### config.mk
export PLATFORM = sky130hd
export DESIGN_NAME = infix_to_postfix_converter
export DESIGN_NICKNAME = d
export VERILOG_FILES = /design/src/rtl/itp_pkg.sv /design/src/rtl/itp_front.sv /design/src/rtl/itp_queue.sv /design/src/rtl/itp_back.sv /design/src/rtl/infix_to_postfix_converter.sv
export SDC_FILE = /design/constraint.sdc
export NUM_CORES = 1
export LEC_CHECK = 0
export ABC_AREA = 1
export BUFFER_PORTS_ARGS = -buffer_cell sky130_fd_sc_hd__buf_2
export CAP_MARGIN = 20
export CORE_MARGIN = 2
export CORE_UTILIZATION = 57
export CTS_BUF_LIST = sky130_fd_sc_hd__clkbuf_16
export DETAILED_ROUTE_END_ITERATION = 8
export PLACE_DENSITY = 0.76
export SYNTH_ARGS = -nofsm -noshare
export SYNTH_HDL_FRONTEND = slang
export SYNTH_SLANG_ARGS = --single-unit
### constraint.sdc
create_clock -name i_clk -period 3.5 [get_ports i_clk]
set_input_delay 0.875 -clock i_clk [delete_from_list [all_inputs] [get_ports i_clk]]
set_output_delay 0.875 -clock i_clk [all_outputs]
set_load 0.03 [all_outputs]
### src/rtl/itp_pkg.sv
// ----------------------------------------------------------------------------
// itp_pkg
// Shared types, character codes and helpers for the infix to postfix
// converter.
// ----------------------------------------------------------------------------
package itp_pkg;

    localparam int STACK_DEPTH = 32;
    localparam int STK_IDX_W   = $clog2(STACK_DEPTH);
    localparam int STK_CNT_W   = $clog2(STACK_DEPTH + 1);

    localparam int QUEUE_DEPTH = 2;
    localparam int Q_IDX_W     = (QUEUE_DEPTH > 1) ? $clog2(QUEUE_DEPTH) : 1;
    localparam int Q_CNT_W     = $clog2(QUEUE_DEPTH + 1);

    localparam logic [7:0] CH_CARET  = 8'h5E;
    localparam logic [7:0] CH_STAR   = 8'h2A;
    localparam logic [7:0] CH_SLASH  = 8'h2F;
    localparam logic [7:0] CH_PLUS   = 8'h2B;
    localparam logic [7:0] CH_MINUS  = 8'h2D;
    localparam logic [7:0] CH_LPAREN = 8'h28;
    localparam logic [7:0] CH_RPAREN = 8'h29;
    localparam logic [7:0] CH_NUL    = 8'h00;

    localparam logic [1:0] PREC_NONE = 2'd0;
    localparam logic [1:0] PREC_ADD  = 2'd1;
    localparam logic [1:0] PREC_MUL  = 2'd2;
    localparam logic [1:0] PREC_POW  = 2'd3;

    typedef enum logic [2:0] {
        K_NONE,
        K_PASS,
        K_LPAREN,
        K_RPAREN,
        K_OP
    } t_kind;

    typedef struct packed {
        t_kind      kind;
        logic [7:0] ch;
        logic [1:0] prec;
        logic       last;
    } t_cmd;

    typedef enum logic {
        S_CHAR,
        S_FLUSH
    } t_state;

    function automatic logic [1:0] prec_of(input logic [7:0] c);
        logic [1:0] p;
        p = PREC_NONE;
        if (c == CH_CARET)
            p = PREC_POW;
        else if (c == CH_STAR || c == CH_SLASH)
            p = PREC_MUL;
        else if (c == CH_PLUS || c == CH_MINUS)
            p = PREC_ADD;
        return p;
    endfunction

endpackage

### src/rtl/itp_front.sv
// ----------------------------------------------------------------------------
// itp_front
// Input side: classifies each accepted character into a stack command and
// drops beats that carry no work.
// ----------------------------------------------------------------------------
module itp_front (
    input  logic            i_in_valid,
    input  logic [7:0]      i_in_char,
    input  logic            i_char_present,
    input  logic            i_end_of_expr,
    output logic            o_in_stall,
    input  logic            i_q_full,
    output logic            o_q_push,
    output itp_pkg::t_cmd   o_q_cmd
);
    import itp_pkg::*;

    logic       is_alnum;
    logic [1:0] prec;
    t_kind      kind;

    always_comb begin
        is_alnum = (i_in_char >= 8'h30 && i_in_char <= 8'h39) ||
                   (i_in_char >= 8'h41 && i_in_char <= 8'h5A) ||
                   (i_in_char >= 8'h61 && i_in_char <= 8'h7A);
        prec = prec_of(i_in_char);
        kind = K_NONE;
        if (i_char_present) begin
            if (is_alnum)
                kind = K_PASS;
            else if (i_in_char == CH_LPAREN)
                kind = K_LPAREN;
            else if (i_in_char == CH_RPAREN)
                kind = K_RPAREN;
            else if (prec != PREC_NONE)
                kind = K_OP;
        end
    end

    assign o_in_stall   = i_q_full;
    // drop beats that neither carry a character of use nor close the expression
    assign o_q_push     = i_in_valid && !i_q_full && (kind != K_NONE || i_end_of_expr);
    assign o_q_cmd.kind = kind;
    assign o_q_cmd.ch   = i_in_char;
    assign o_q_cmd.prec = prec;
    assign o_q_cmd.last = i_end_of_expr;

endmodule

### src/rtl/itp_queue.sv
// ----------------------------------------------------------------------------
// itp_queue
// Short command queue between the classifier and the stack sequencer.
// ----------------------------------------------------------------------------
module itp_queue (
    input  logic            i_clk,
    input  logic            i_rst_n,
    input  logic            i_push,
    input  itp_pkg::t_cmd   i_push_cmd,
    output logic            o_full,
    output logic            o_valid,
    output itp_pkg::t_cmd   o_cmd,
    input  logic            i_pop
);
    import itp_pkg::*;

    t_cmd               r_mem [QUEUE_DEPTH];
    logic [Q_IDX_W-1:0] r_wr_ptr, n_wr_ptr;
    logic [Q_IDX_W-1:0] r_rd_ptr, n_rd_ptr;
    logic [Q_CNT_W-1:0] r_count,  n_count;

    function automatic logic [Q_IDX_W-1:0] ptr_inc(input logic [Q_IDX_W-1:0] p);
        logic [Q_IDX_W-1:0] r;
        if (p == Q_IDX_W'(QUEUE_DEPTH - 1))
            r = '0;
        else
            r = p + Q_IDX_W'(1);
        return r;
    endfunction

    assign o_full  = (r_count == Q_CNT_W'(QUEUE_DEPTH));
    assign o_valid = (r_count != '0);
    assign o_cmd   = r_mem[r_rd_ptr];

    always_comb begin
        n_wr_ptr = i_push ? ptr_inc(r_wr_ptr) : r_wr_ptr;
        n_rd_ptr = i_pop  ? ptr_inc(r_rd_ptr) : r_rd_ptr;
        n_count  = r_count;
        if (i_push && !i_pop)
            n_count = r_count + Q_CNT_W'(1);
        else if (!i_push && i_pop)
            n_count = r_count - Q_CNT_W'(1);
    end

    always_ff @(posedge i_clk) begin
        if (!i_rst_n) begin
            r_wr_ptr <= '0;
            r_rd_ptr <= '0;
            r_count  <= '0;
        end else begin
            r_wr_ptr <= n_wr_ptr;
            r_rd_ptr <= n_rd_ptr;
            r_count  <= n_count;
        end
    end

    always_ff @(posedge i_clk) begin
        if (i_push)
            r_mem[r_wr_ptr] <= i_push_cmd;
    end

endmodule

### src/rtl/itp_back.sv
// ----------------------------------------------------------------------------
// itp_back
// Stack sequencer: works one command at a time on the operator stack into an
// output register, one push, pop or emitted beat per cycle unless stalled.
// ----------------------------------------------------------------------------
module itp_back (
    input  logic            i_clk,
    input  logic            i_rst_n,
    input  logic            i_cmd_valid,
    input  itp_pkg::t_cmd   i_cmd,
    output logic            o_cmd_pop,
    output logic            o_out_valid,
    input  logic            i_out_stall,
    output logic [7:0]      o_out_char,
    output logic            o_out_present,
    output logic            o_out_last,
    output logic            o_overflow_seen
);
    import itp_pkg::*;

    logic [7:0]           r_stack [STACK_DEPTH];
    logic [7:0]           r_top;
    logic [STK_CNT_W-1:0] r_count, n_count;
    logic                 r_ovf, n_ovf;
    t_state               r_state, n_state;

    logic                 r_out_valid;
    logic [7:0]           r_out_char;
    logic                 r_out_present;
    logic                 r_out_last;
    logic                 r_out_ovf;

    logic                 out_free;
    logic                 has_entry;
    logic                 stack_full;
    logic                 top_lparen;
    logic [1:0]           top_prec;
    logic                 push;
    logic                 pop;
    logic                 done;
    logic                 emit;
    logic [7:0]           e_char;
    logic                 e_present;
    logic                 e_last;
    logic                 e_ovf;
    logic                 wr_en;
    logic [STK_IDX_W-1:0] rd_addr;

    assign out_free   = !r_out_valid || !i_out_stall;
    assign has_entry  = (r_count != '0);
    assign stack_full = (r_count == STK_CNT_W'(STACK_DEPTH));
    assign top_lparen = (r_top == CH_LPAREN);
    assign top_prec   = prec_of(r_top);
    assign wr_en      = push && !stack_full;

    always_comb begin
        n_state   = r_state;
        push      = 1'b0;
        pop       = 1'b0;
        done      = 1'b0;
        emit      = 1'b0;
        e_char    = r_top;
        e_present = 1'b1;
        e_last    = 1'b0;
        e_ovf     = 1'b0;
        o_cmd_pop = 1'b0;
        n_ovf     = r_ovf;

        unique case (r_state)
            S_CHAR: begin
                if (i_cmd_valid) begin
                    unique case (i_cmd.kind)
                        K_PASS: begin
                            if (out_free) begin
                                emit   = 1'b1;
                                e_char = i_cmd.ch;
                                done   = 1'b1;
                            end
                        end
                        K_LPAREN: begin
                            push = 1'b1;
                            done = 1'b1;
                        end
                        K_RPAREN: begin
                            if (!has_entry) begin
                                done = 1'b1;
                            end else if (top_lparen) begin
                                pop  = 1'b1;
                                done = 1'b1;
                            end else if (out_free) begin
                                emit = 1'b1;
                                pop  = 1'b1;
                            end
                        end
                        K_OP: begin
                            if (has_entry && top_prec >= i_cmd.prec) begin
                                if (out_free) begin
                                    emit = 1'b1;
                                    pop  = 1'b1;
                                end
                            end else begin
                                push = 1'b1;
                                done = 1'b1;
                            end
                        end
                        K_NONE: begin
                            done = 1'b1;
                        end
                        default: begin
                            done = 1'b1;
                        end
                    endcase
                    if (done) begin
                        if (i_cmd.last)
                            n_state = S_FLUSH;
                        else
                            o_cmd_pop = 1'b1;
                    end
                end
            end
            S_FLUSH: begin
                if (has_entry) begin
                    // unmatched '(' is dropped silently
                    if (top_lparen) begin
                        pop = 1'b1;
                    end else if (out_free) begin
                        emit = 1'b1;
                        pop  = 1'b1;
                    end
                end else if (out_free) begin
                    emit      = 1'b1;
                    e_char    = CH_NUL;
                    e_present = 1'b0;
                    e_last    = 1'b1;
                    e_ovf     = r_ovf;
                    n_ovf     = 1'b0;
                    o_cmd_pop = 1'b1;
                    n_state   = S_CHAR;
                end
            end
            default: begin
                n_state = S_CHAR;
            end
        endcase

        if (push && stack_full)
            n_ovf = 1'b1;

        n_count = r_count;
        if (wr_en)
            n_count = r_count + STK_CNT_W'(1);
        else if (pop)
            n_count = r_count - STK_CNT_W'(1);

        // read the entry that becomes top after this cycle
        if (n_count == '0)
            rd_addr = '0;
        else
            rd_addr = STK_IDX_W'(n_count - STK_CNT_W'(1));
    end

    always_ff @(posedge i_clk) begin
        if (!i_rst_n) begin
            r_state     <= S_CHAR;
            r_count     <= '0;
            r_ovf       <= 1'b0;
            r_out_valid <= 1'b0;
        end else begin
            r_state <= n_state;
            r_count <= n_count;
            r_ovf   <= n_ovf;
            if (emit)
                r_out_valid <= 1'b1;
            else if (!i_out_stall)
                r_out_valid <= 1'b0;
        end
    end

    always_ff @(posedge i_clk) begin
        if (emit) begin
            r_out_char    <= e_char;
            r_out_present <= e_present;
            r_out_last    <= e_last;
            r_out_ovf     <= e_ovf;
        end
    end

    // stack memory: one write port, one registered read port; a push bypasses
    always_ff @(posedge i_clk) begin
        if (wr_en)
            r_stack[r_count[STK_IDX_W-1:0]] <= i_cmd.ch;
        if (wr_en)
            r_top <= i_cmd.ch;
        else
            r_top <= r_stack[rd_addr];
    end

    assign o_out_valid     = r_out_valid;
    assign o_out_char      = r_out_char;
    assign o_out_present   = r_out_present;
    assign o_out_last      = r_out_last;
    assign o_overflow_seen = r_out_ovf;

endmodule

### src/rtl/infix_to_postfix_converter.sv
// ----------------------------------------------------------------------------
// infix_to_postfix_converter
// Shunting-yard conversion of an infix character stream to postfix order.
// ----------------------------------------------------------------------------
// Characters enter one beat at a time, are classified at the input and wait
// in a two-entry command queue; a stack sequencer then works each command
// against a 32-entry operator stack held in a memory with a registered top.
// The sequencer makes one stack step per cycle unless the output stalls: a
// letter or digit, a push or a discarded parenthesis is one step, every
// operator popped and emitted is one more, and the end of an expression
// pops each stacked entry in turn before the closing end marker. Beats with
// no character and no end flag, and characters outside the operator,
// parenthesis and alphanumeric sets, are dropped. A push to a full stack is
// lost and flagged on the end marker.
// ----------------------------------------------------------------------------
module infix_to_postfix_converter (
    input  logic       i_clk,
    input  logic       i_rst_n,
    input  logic       i_in_valid,
    output logic       o_in_stall,
    input  logic [7:0] i_in_char,
    input  logic       i_char_present,
    input  logic       i_end_of_expr,
    output logic       o_out_valid,
    input  logic       i_out_stall,
    output logic [7:0] o_out_char,
    output logic       o_out_present,
    output logic       o_out_last,
    output logic       o_overflow_seen
);
    import itp_pkg::*;

    logic q_full;
    logic q_push;
    t_cmd q_in_cmd;
    logic q_valid;
    t_cmd q_out_cmd;
    logic q_pop;

    itp_front u_front (
        .i_in_valid     (i_in_valid),
        .i_in_char      (i_in_char),
        .i_char_present (i_char_present),
        .i_end_of_expr  (i_end_of_expr),
        .o_in_stall     (o_in_stall),
        .i_q_full       (q_full),
        .o_q_push       (q_push),
        .o_q_cmd        (q_in_cmd)
    );

    itp_queue u_queue (
        .i_clk      (i_clk),
        .i_rst_n    (i_rst_n),
        .i_push     (q_push),
        .i_push_cmd (q_in_cmd),
        .o_full     (q_full),
        .o_valid    (q_valid),
        .o_cmd      (q_out_cmd),
        .i_pop      (q_pop)
    );

    itp_back u_back (
        .i_clk           (i_clk),
        .i_rst_n         (i_rst_n),
        .i_cmd_valid     (q_valid),
        .i_cmd           (q_out_cmd),
        .o_cmd_pop       (q_pop),
        .o_out_valid     (o_out_valid),
        .i_out_stall     (i_out_stall),
        .o_out_char      (o_out_char),
        .o_out_present   (o_out_present),
        .o_out_last      (o_out_last),
        .o_overflow_seen (o_overflow_seen)
    );

endmodule
# Yosys cells after proc, flatten, opt, wreduce, memory -nomap -nowiden
# Memory sizes are Yosys's and may differ from the RTL's. A register that Yosys moved wholly into a read port is not among the register bits.
# Cells that the tools add are included.
totals:
  reg_bits: 32
  mem_bits_rw: 284
  in_bits: 14
  output_inout_bits: 13
  elab_cells: 155
  memories: 2
classes:
  add_sub_neg: 7
  magnitude_cmp: 7
  n_eq_ne: 21
  muxes: 70
  n_bitwise: 2
  n_reduce_logical: 34
memory_table:
  columns: ["name", "depth", "word_bits", "rd", "rd_ports_with_merged_regs", "write_ports", "line", "source"]
  rows:
  - ["u_back.r_stack", 32, 8, 1, 0, 1, "itp_back.sv:21", "logic [7:0] r_stack [STACK_DEPTH];"]
  - ["u_queue.r_mem", 2, 14, 1, 1, 1, "itp_queue.sv:17", "t_cmd r_mem [QUEUE_DEPTH];"]
ops:
  columns: ["operator", "n"]
  rows:
  - ["$eq 8x6->1 const B", 11]
  - ["$mux 8", 6]
  - ["$mux 1", 41]
  - ["$eq 8x7->1 const B", 2]
  - ["$ge 8x7->1 const B", 2]
  - ["$le 8x7->1 const B", 2]
  - ["$pmux 8 s2", 1]
  - ["$mux 3", 5]
  - ["$mux 2", 6]
  - ["$mux 6", 2]
  - ["$pmux 1 s2", 6]
  - ["$logic_and 1x1->1", 10]
  - ["$reduce_bool 2->1", 5]
  - ["$ge 8x6->1 const B", 1]
  - ["$le 8x6->1 const B", 1]
  - ["$logic_or 1x1->1", 8]
  - ["$add 6x1->6 const B", 1]
  - ["$eq 3x2->1 const B", 2]
  - ["$eq 6x6->1 const B", 1]
  - ["$logic_not 1->1", 6]
  - ["$logic_not 6->1", 1]
  - ["$pmux 1 s3", 2]
  - ["$reduce_bool 6->1", 1]
  - ["$sub 6x1->6 const B", 1]
  - ["15 further kinds", 17]

# Logic depth before layout (Yosys ltp)
logic_depth:
  depth_word: 18
  ltp_mapped: 35
  ltp_nobuf: 31

# By module
# A second synthesis with hierarchy kept.
hier_totals:
  hier_cells: 1403
  hier_area_um2: 14813.0
modules_own_cells:
  columns: ["mod", "n_inst", "cells_per_inst", "area_each_um2", "seq_area_each_um2"]
  rows:
  - ["itp_back", 1, 1259, 13222.7, 8358.0]
  - ["itp_queue", 1, 78, 1237.4, 940.9]
  - ["itp_front", 1, 66, 352.8, 0.0]

# Worst setup path after synthesis
# Ideal clock, no wire load.
synth_path:
  kind: "reg-to-reg"
  start: "register (tool-made name)"
  end: "register u_back.r_top[5]"
  setup_ns: 0.115
  t_arrival_ns: 3.647
  required_time_ns: 3.385
  path_slack_ns: -0.261
  stages_incl_launch_ff: 30
  n_path_buf: 8
  synth_period_minus_slack_ns: 3.761
  cell_sequence: "dfxtp_1 -> buf_6 -> clkbuf_1 -> mux2i_1 -> ha_1 -> nand2_1 -> nand3b_1 -> nand2_2 -> nand2_1 -> nand2_2 -> nand3_4 -> nand2_1 -> nand2_1 -> nand2_1 -> buf_2 -> buf_2 -> buf_2 -> ha_1 -> nand3_1 -> nor2_1 -> nand2_2 -> buf_6 -> nand2_4 -> buf_6 -> buf_2 -> nand3_1 -> nand3_1 -> nand3_1 -> nand3_1 -> nand2_1"
synth_lines:
  columns: ["item", "line", "source"]
  rows:
  - ["end signal, assigned", "itp_back.sv:193", "r_top <= i_cmd.ch;"]
  - ["end signal, assigned", "itp_back.sv:195", "r_top <= r_stack[rd_addr];"]
  - ["end, declared", "itp_back.sv:22", "logic [7:0] r_top;"]

# Final worst setup path
layout_path:
  start: "register u_back.r_top[7]"
  end: "register u_back.r_top[3]"
layout_between:
  elab_chain_len: 17
  word_cells_on_any_way: 31
  cone_classes: "1 x add/sub; 1 x order compare; 6 x eq/ne; 17 x mux; 5 x reduce/logical; 1 x memory"
layout_rtl:
  columns: ["item", "line", "source"]
  rows:
  - ["$eq 8x6->1", "itp_pkg.sv:57", "else if (c == CH_PLUS || c == CH_MINUS)"]
  - ["$logic_or 1x1->1", "itp_pkg.sv:57", null]
  - ["$mux 1", "itp_pkg.sv:57", null]
  - ["$mux 2", "itp_pkg.sv:55", "else if (c == CH_STAR || c == CH_SLASH)"]
  - ["$mux 2", "itp_pkg.sv:53", "if (c == CH_CARET)"]
  - ["$ge 2x2->1", "itp_back.sv:96", "if (has_entry && top_prec >= i_cmd.prec) begin"]
  - ["$logic_and 1x1->1", "itp_back.sv:96", null]
  - ["$mux 1", "itp_back.sv:96", null]
  - ["$pmux 1 s2", "itp_back.sv:72", "unique case (i_cmd.kind)"]
  - ["$mux 1", "itp_back.sv:71", "if (i_cmd_valid) begin"]
  - ["$pmux 1 s2 / $mux 1 (equally long branches)", "itp_back.sv:69", "unique case (r_state)"]
  - ["$mux 6 / $logic_and 1x1->1 (equally long branches)", "itp_back.sv:152, itp_back.sv:54", null]
  - ["$mux 6", "itp_back.sv:150", "if (wr_en)"]
  - ["$sub 5x1->5 / $logic_not 6->1 (equally long branches)", "itp_back.sv:159, itp_back.sv:156", null]
  - ["$mux 5", "itp_back.sv:156", "if (n_count == '0)"]
  - ["$mem_v2 32x8", null, null]
  - ["$mux 8 (*)", "itp_back.sv:192", "if (wr_en)"]
# Every way passes the cells marked *; elsewhere a longest branch is shown, timed or not.
# A chain may end at the register's enable or synchronous reset.

==> out/metrics.yaml <==
logic_synthesis:
  syn_area_per_cell_sq_um: 10.5
  synth-seq-cells: 317
  synth_fp_nets: 1397
  synthDistinctLibCells: 43
  ys_seq_area_frac: 0.644
  syn_inst: 1374
  ys.warnings.count: 0
  synth_area_sq_mm: 0.0144
setup_path:
  arrival_ns: 4.33
  critPathLaunchType: "flip-flop"
  critPathKind: "reg -> reg"
  endpoint_kind: "flip-flop"
  crit_top_cell: "nand2_2"
  crit_path_top_delay_cell: "nor4_2"
  crit_fanout: 6
  max_stage_delay_ns: 0.35
  required_ns: 3.90
cts:
  root_buffer: "clkbuf_16"
  clk_latency_ns: 0.51
  numCtsBuffers: 34
  h-tree-depth: 2
  clock_sinks: 317
  clk_pin_slew_ns: 0.07
  clockBufferDepth: 3
  cts_hold_buf: 0
  cts_tree: "built"
detailed_routing:
  wire_per_inst_um: 21.2
  dr.pass1.iters: 5
  drtIter0Drc: 1490
  via_per_inst: 5.90
  route.vias.total: 11100
  routed_wl_mm: 40.0
  drt.antenna.violating_nets: 0
  drcViolationCount: 0
run_status:
  violations: "setup timing"
  outcome: "finished, violations left"
sta:
  post-route-period-util: 1.12
  max_freq_mhz: 254
  rsz0062_at_grt: "true"
  report.final.slew_viol_count: 0
  maxSlewHeadroom: 0.300
  fin_crit_ns: 3.93
  fin_tns_setup_ns: -3.20
  hold_viol: 0
  whs_ns: 0.480
  finalSetupViolations: 8
  skew_ns: 0.0200
  worst_slack_ns: -0.431
  worstMarginPinSlew_ns: 1.05
job:
  cap_violations: 0
finish:
  final_common_cell: "edfxtp_1"
  nets: 1551
  final_cell_mix: "295 x edfxtp_1, 200 x nand3_1, 179 x nand2_1, 174 x inv_1, 125 x nor2_1"
  drive_gt1_frac: 0.254
  area_delta_synth_final_pct: 24.6
  num_antenna_cells: 0
  final_util: 0.718
  fill_cells: 1670
die:
  fp.dieW_um: 163
  fp-row-count: 58
  core_region_area_sq_mm: 0.0250
  initial_core_util: 0.576
  top_level_ports: 27
  die_h_um: 163
  die-area_sq_mm: 0.0266
global_route:
  grt_pass1_vias: 10700
  grt_pass1_wl_mm: 59.1
  gr-total-overflow: 0
  antenna_found_initial: 0
  grt_max_degree: 97
  track_usage: 0.294
placed_design:
  post-place-ws_ns: -0.546
  globalplace.congestion: 0.940
  dp_hpwl_mm: 22.8
  port_buffers: 26
worst_hold_path:
  min_path_type: "reg -> reg"
-- layer usage --
layer  wire length (um)  GRT usage
met1              15100      0.390
met2              19500      0.492
met3               3720     0.0396
met4               1620      0.123
met5                  0          0
-- kinds of logic (layout without fill, tap and decap cells) --
logic type,Yosys count,after routing,synth area share
simple gates,727,728,0.242
mux,1,1,0.000694
fa+ha+maj,9,9,0.00780
buf+inv,237,415,0.0715
xor+xnor,5,5,0.00303
compound gates,78,78,0.0305
flops,317,317,0.644
-- worst max-delay path, delay by kind of cell, from the launching register on --
kind,cells,cell delay [ns]
and+or+nand+nor,21,2.21
buffers and inverters,6,0.78
DFF,1,0.33
adders and majority gates,1,0.27
AOI/OAI and AO/OA,2,0.24
-- cell usage after synthesis --
| cell | count | area share |
|---|---|---|
| a21oi_1 | 14 | 0.0049 |
| o31ai_1 | 2 | 0.0010 |
| o21ai_4 | 1 | 0.0011 |
| mux2i_1 | 1 | 0.00069 |
| ha_1 | 9 | 0.0078 |
| xnor2_1 | 2 | 0.0012 |
| o21a_1 | 1 | 0.00052 |
| o21ai_1 | 6 | 0.0021 |
| clkinv_1 | 1 | 0.00026 |
| nand2_2 | 10 | 0.0043 |
| o21ai_0 | 44 | 0.015 |
| nor2_2 | 3 | 0.0013 |
| a22oi_1 | 1 | 0.00052 |
| or2_2 | 26 | 0.011 |
| a2bb2oi_1 | 1 | 0.00061 |
| o21ai_2 | 1 | 0.00061 |
| and3_1 | 1 | 0.00043 |
| nand4_1 | 7 | 0.0030 |
| clkbuf_1 | 13 | 0.0034 |
| nand3_1 | 277 | 0.096 |
| nand3_2 | 3 | 0.0021 |
| nand2_4 | 2 | 0.0016 |
| inv_2 | 6 | 0.0016 |
| nor3_1 | 10 | 0.0035 |
| buf_2 | 33 | 0.011 |
| edfxtp_1 | 295 | 0.61 |
| o21bai_1 | 2 | 0.0010 |
| buf_1 | 3 | 0.00078 |
| o2111ai_1 | 1 | 0.00061 |
| nand3b_1 | 57 | 0.030 |
| a41oi_1 | 1 | 0.00061 |
| nand3_4 | 1 | 0.0012 |
| xor2_1 | 3 | 0.0018 |
| a31oi_1 | 1 | 0.00043 |
| buf_6 | 9 | 0.0070 |
| a21oi_2 | 2 | 0.0012 |
| buf_4 | 9 | 0.0047 |
| nor2_4 | 3 | 0.0023 |
| nor4_1 | 2 | 0.00087 |
| nand2_1 | 192 | 0.050 |
| inv_1 | 163 | 0.042 |
| dfxtp_1 | 22 | 0.031 |
| nor2_1 | 133 | 0.035 |
-- per-stage QoR --
step | cell area [sq um] | cells
floorplan | 14500 | 1374
global placement | 15700 | 1780
detailed placement | 15700 | 1780
CTS | 17500 | 1869
global route | 18000 | 1883
finish | 18000 | 1883
-- registers in the layout, summed over array words and instances, names as in the netlist, named ones only --
signal,flops
u_back.r_stack,256
u_queue.r_mem,28
u_back.o_out_char,8
u_back.r_top,8
u_back.r_count,6
u_queue.r_count,2
u_back.o_out_last,1
u_back.o_out_present,1
u_back.o_out_valid,1
u_back.o_overflow_seen,1
u_back.r_ovf,1
u_back.r_state,1
u_queue.r_rd_ptr,1
u_queue.r_wr_ptr,1
-- area by class of cell --
class	count	area, sq um	share of cell area
tap	330	413	0.0230
sequential	317	9300	0.517
clock buffer	37	926	0.0515
timing repair buffer	184	1890	0.105
inverter	170	643	0.0358
clock inverter	24	120	0.00668
multi-input combinational	821	4690	0.261
-- repair_timing --
item                                    in CTS  in global routing
endpoints found under the setup margin       8                 44
gates resized for setup                     79                 85
buffers inserted                            20                  9
pin swaps                                   32                 60
cloned                                       9                  7
-- worst paths after layout --
check	depth (start not counted)	slack (ns)	start	endpoint
worst max-delay path	30	-0.43	u_back.r_top[7]$_DFF_P_	u_back.r_top[3]$_DFF_P_
worst min-delay path	1	0.48	u_queue.r_rd_ptr$_SDFFE_PN0P_	flip-flop
worst max register to register	30	-0.43	u_back.r_top[7]$_DFF_P_	u_back.r_top[3]$_DFF_P_
worst min register to register	1	0.48	u_queue.r_rd_ptr$_SDFFE_PN0P_	flip-flop
Power is left out: the tool's default activity adds up to more than one toggle a clock period on the data nets, which glitch-free logic cannot reach.
